[config.mk]
export PLATFORM = sky130hd
export DESIGN_NAME = bpfa_word_scan
export DESIGN_NICKNAME = d
export VERILOG_FILES = /design/src/sv/bpfa_pkg.sv /design/src/sv/bpfa_word_scan.sv
export SDC_FILE = /design/constraint.sdc
export NUM_CORES = 1
export LEC_CHECK = 0
export ABC_AREA = 1
export BUFFER_PORTS_ARGS = -buffer_cell sky130_fd_sc_hd__buf_2
export CORE_AREA = 4 4 62 64
export DETAILED_ROUTE_END_ITERATION = 6
export DIE_AREA = 0 0 66 68
export PLACE_DENSITY = 0.85
export SLEW_MARGIN = 25
export SYNTH_ARGS = -nofsm -noshare
export SYNTH_HDL_FRONTEND = slang
export SYNTH_SLANG_ARGS = --single-unit
export TNS_END_PERCENT = 20
[constraint.sdc]
create_clock -name vclk -period 4.73
set_input_delay 0.2365 -clock vclk [all_inputs]
set_output_delay 0.2365 -clock vclk [all_outputs]
set_load 0.1 [all_outputs]
[src/sv/bpfa_pkg.sv]
// Shared types and constants for the bitmap page frame allocator.
// Operation and status codes, controller states, register indexes.
// No dependencies.
package bpfa_pkg;

  localparam int ADDR_W    = 48;
  localparam int WORD_BITS = 64;
  localparam int BIT_W     = 6;
  localparam int NBITS_W   = 7;

  typedef enum logic [1:0] {
    OP_ALLOC = 2'd0,
    OP_FREE  = 2'd1,
    OP_INIT  = 2'd2,
    OP_NONE  = 2'd3
  } op_t;

  typedef enum logic [2:0] {
    ST_OK     = 3'd0,
    ST_NOMEM  = 3'd1,
    ST_RANGE  = 3'd2,
    ST_ALIGN  = 3'd3,
    ST_DOUBLE = 3'd4
  } status_t;

  typedef enum logic [3:0] {
    S_IDLE,
    S_INIT_CNT,
    S_INIT_MAP,
    S_INIT_CLR,
    S_ALLOC_SCAN,
    S_ALLOC_ADDR,
    S_FREE_OFS,
    S_FREE_CHK,
    S_FREE_UPD,
    S_DONE
  } fsm_t;

  localparam logic REG_BASE_ADDR = 1'b0;
  localparam logic REG_MEM_END   = 1'b1;

endpackage

[src/sv/bpfa_word_scan.sv]
// First-fit search over one 64-bit bitmap word.
// Finds the lowest clear bit below a valid-bit count. Uses bpfa_pkg widths.
module bpfa_word_scan (
  input  logic [bpfa_pkg::WORD_BITS-1:0] word,
  input  logic [bpfa_pkg::NBITS_W-1:0]   nbits,
  output logic                           hit,
  output logic [bpfa_pkg::BIT_W-1:0]     bit_idx
);
  import bpfa_pkg::*;

  // scan from the top so the lowest free bit wins
  always_comb begin
    hit     = 1'b0;
    bit_idx = '0;
    for (int i = WORD_BITS - 1; i >= 0; i--) begin
      if (!word[i] && (NBITS_W'(i) < nbits)) begin
        hit     = 1'b1;
        bit_idx = BIT_W'(i);
      end
    end
  end

endmodule

After elaboration in Yosys (flattened, before gate mapping):

Cells that the tools add are included.

* register bits: 0
* bits in latches: 0
* RAM bits: 0
* ROM bits: 0
* bits of input ports: 71
* logic and storage cells: 320
* memories kept: 0

* $add $sub $neg: 0
* multiply operators: 0
* div/mod/pow operators: 0
* $lt $le $gt $ge: 64
* eq/ne operators: 0
* shifts and indexed selects: 0
* multiplexer cells: 128
* bitwise logic cells: 0
* reduce and logical (&&, ||, !) cells: 128

Operators with widths (count)
* $mux W6: 64
* $lt A6 B7 Y1 const A: 32
* $lt A5 B7 Y1 const A: 16
* $logic_and A1 B1 Y1: 64
* $logic_not A1 Y1: 64
* $mux W1: 64
* $lt A4 B7 Y1 const A: 8
* $lt A3 B7 Y1 const A: 4
* $lt A1 B7 Y1 const A: 2
* $lt A2 B7 Y1 const A: 2

Depth between registers and ports, before layout:

* depth in word-level cells: 66
* depth in mapped cells: 68
* mapped depth without buffers: 67

Worst setup path after synthesis:

Ideal clock, no wire load.

* path type: input port to output port
* start: input port nbits[6] in the netlist's numbering
* end: output port bit_idx[4] in the netlist's numbering
* arrival time: 4.396 ns
* data required time: 4.493 ns
* setup slack: 0.098 ns
* stages: 12
* path buffers: 0
* path through: inv_2 > nand2_2 > nor2_1 > inv_1 > nor2_1 > inv_1 > o21ai_0 > nand4_1 > nor4_1 > inv_1 > nor2_1 > a21boi_0

* cells in the longest elaborated chain, start to end: 66
* elaborated cells between the ends (all ways): 192
* those cells by class: order compare (64); mux (64); reduce/logical (64)

RTL lines
* start: declaration: RTL line bpfa_word_scan.sv:5 `input logic [bpfa_pkg::NBITS_W-1:0] nbits,`
* $lt A6 B7 Y1: RTL line bpfa_word_scan.sv:16 `if (!word[i] && (NBITS_W'(i) < nbits)) begin`
* $logic_and A1 B1 Y1: RTL line bpfa_word_scan.sv:16
* $mux W6 (63 in series): RTL line bpfa_word_scan.sv:16
* $mux W6 *: RTL line bpfa_word_scan.sv:16
* end: declaration: RTL line bpfa_word_scan.sv:7 `output logic [bpfa_pkg::BIT_W-1:0] bit_idx`

Every way passes the cells marked *; elsewhere a longest branch is shown, timed or not.

Worst setup path in the final report:

* start: input port nbits[1] in the netlist's numbering
* end: output port bit_idx[0] in the netlist's numbering

The elaborated chain is that of the path after synthesis.

==> impl_metrics.csv <==
group,metric,value,unit
pwr,switching_share,61.0,%
layout,nFillCells,345,
pwr,p_int,0.0000835,W
pwr,p_comb_share,100.0,%
run_status,status,"finished, final reports clean",
detailed_routing,via_count,2448,
layout,flops_and_latches,0,
placed_design,port_buffers,78,
global_routing,grt_pass1_vias,2225,
pwr,power.density,96.2,nW/um^2
timing,worst_slew_pin_slew,496,ps
setup_path,crit_required,4490,ps
floorplan,die_x,66,um
timing,hold_viol,0,
placed_design,place.detailed.hpwl,4.81,mm
layout,regArea,0,um^2
floorplan,io_pins,78,
detailed_routing,drt_iter0_markers,153,
floorplan,die_height,68,um
synthesis,synth.distinct_cells,27,
setup_path,path_max_fanout,5,
timing,setup_violations,0,
layout,drive_gt1_share,26.6,%
global_routing,antenna_found_initial,0,
setup_path,cp_slowest_cell,"a21oi_2",
detailed_routing,dr.pass1.iters,4,
pwr,power.share.sequential,0,%
global_routing,grt_max_degree,12,
setup_path,worstSetupPathType,"input port to output port",
synthesis,seq_area_frac_synth,0,%
setup_path,slowest_delay,190,ps
timing,tns,0,ps
layout,final.clkbuf_count,0,
layout,fin_nets,521,
detailed_routing,drtAntennaViolNets,0,
synthesis,syn_nets,433,
timing,slew_violations,0,
flow_run,maxCapViolCount,0,
global_routing,grtUsageTotal,25.0,%
setup_path,critPathArrivalTime,4140,ps
synthesis,yosysWarningCount,0,
layout,finish.instance_area,2220,um^2
placed_design,dpl_cell_area,2090,um^2
floorplan,dieArea,4490,um^2
layout,area_growth,41.1,%
timing,timing.final.crit_share,92.4,%
pwr,switchingPower,0.000130,W
synthesis,syn_inst,362,
setup_path,crit_path_start_kind,"input port",
timing,fmax,229,MHz
setup_path,crit_top_cell,"nand2_1",
setup_path,critPathCaptureType,"output port",
layout,multi_input_area,1400,um^2
synthesis,syn_avg_cell_area,4.35,um^2
timing,min_period,4370,ps
floorplan,start_util,48.0,%
detailed_routing,wl_per_cell,11.7,um
detailed_routing,viasPerCell,4.96,
layout,antennaDiodeCount,0,
detailed_routing,drc,0,
floorplan,rows,21,
detailed_routing,totalWireLength,5.78,mm
synthesis,netlist_area,1580,um^2
timing,rsz0062_at_grt,"yes",
clock_network,cts_hold_buf,0,
min_path,hp-class,"input port to output port",
pwr,p_leak,1.31,nW
global_routing,grt_pass1_wl,9.17,mm
placed_design,gp_congestion,0.941,
pwr,ir_drop,0.0000669,V
floorplan,core_area,3280,um^2
global_routing,grt-ovfl-total,0,
timing,timing.slew.headroom,67.2,%
pwr,clock_power_share,0,%
==> cells in the mapped netlist <==
master / count / area [um^2]
a21oi_1: 13 / 65.1
nand2_2: 4 / 25.0
nor4_1: 1 / 6.26
o21ai_0: 31 / 155
clkbuf_1: 1 / 3.75
nand2_1: 112 / 420
inv_2: 9 / 33.8
buf_4: 1 / 7.51
o211ai_1: 2 / 15.0
a211oi_1: 2 / 15.0
inv_1: 56 / 210
and2_1: 2 / 12.5
nor3_1: 14 / 70.1
nor2_1: 82 / 308
nand2_4: 1 / 11.3
nand4_1: 2 / 12.5
o21bai_1: 7 / 52.6
nor2_2: 2 / 12.5
a21oi_2: 1 / 8.76
o21ai_1: 2 / 10.0
a21boi_0: 1 / 7.51
a31oi_1: 5 / 31.3
nor2_4: 2 / 22.5
a211o_1: 2 / 17.5
or2_2: 1 / 6.26
nand3_1: 4 / 20.0
o21a_1: 2 / 15.0
==> logic make-up (layout without fill, tap and decap cells) <==
group | Yosys count | after routing | synth area share (%)
AND/OR/NAND/NOR | 227 | 227 | 58.9
AO/OA/AOI/OAI | 68 | 68 | 24.9
buffers and inverters | 67 | 153 | 16.2
==> timing repair <==
action | 4_1_cts | 5_1_grt
hold endpoints to repair | 0 | 0
buffers inserted | 0 | 2
setup endpoints to repair | 0 | 1
gates resized for setup | 0 | 40
==> final timing paths <==
kind     start          to  slack (ps)  cells after the start
max   nbits[1]  bit_idx[0]         360                     69
min    word[1]  bit_idx[0]         950                      4
==> layer usage <==
layer | up-vias | GRT usage [%] | part of all wire [%]
met5 | - | 0 | 0
met4 | 0 | 4.82 | 1.5
met3 | 9 | 0.985 | 8.8
met2 | 93 | 48.4 | 49
met1 | 1045 | 30.7 | 41
li1 | 1301 | - | -
==> area by class of cell <==
class	count	area share (%)
timing repair buffer	88	22.7
multi-input combinational	295	63.2
inverter	65	11.5
tap	46	2.59
==> worst max-delay path: cells and delay by family <==
kind	cells	cell delay, ps
buffers and inverters	3	380
AND/OR/NAND/NOR	65	3350
AO/OA/AOI/OAI	1	190
==> power groups by stage <==
stage	Clock, W	Combinational (W)	Sequential (W)
final	0	0.000214	0
after global placement	0	0.000194	0
after CTS	0	0.000198	0
after global routing	0	0.000240	0
after floorplan	0	0.000131	0
after detailed placement	0	0.000197	0
==> through the flow <==
stage               hold WS [ps]  instances  setup slack, ps  total power, W  utilization (%)
finish                       946        494              357        0.000214             67.7
global route                 970        494             -247        0.000240             67.7
CTS                          953        492              176        0.000198             63.5
detailed placement           949        492              195        0.000197             63.5
global placement             948        492              277        0.000194             63.5
floorplan                    911        362             97.6        0.000131                -
==> placed cells by master, fill, tap and decap left out, drive strengths merged <==
cell type,instances
a211oi,2
o21bai,7
a21oi,14
inv,65
nand2,117
or2,1
buf,88
nor4,1
a211o,2
a31oi,5
o21ai,33
o21a,2
nor3,14
and2,2
nand4,2
a21boi,1
nand3,4
nor2,86
o211ai,2
Power figures use the tool's default switching activity.
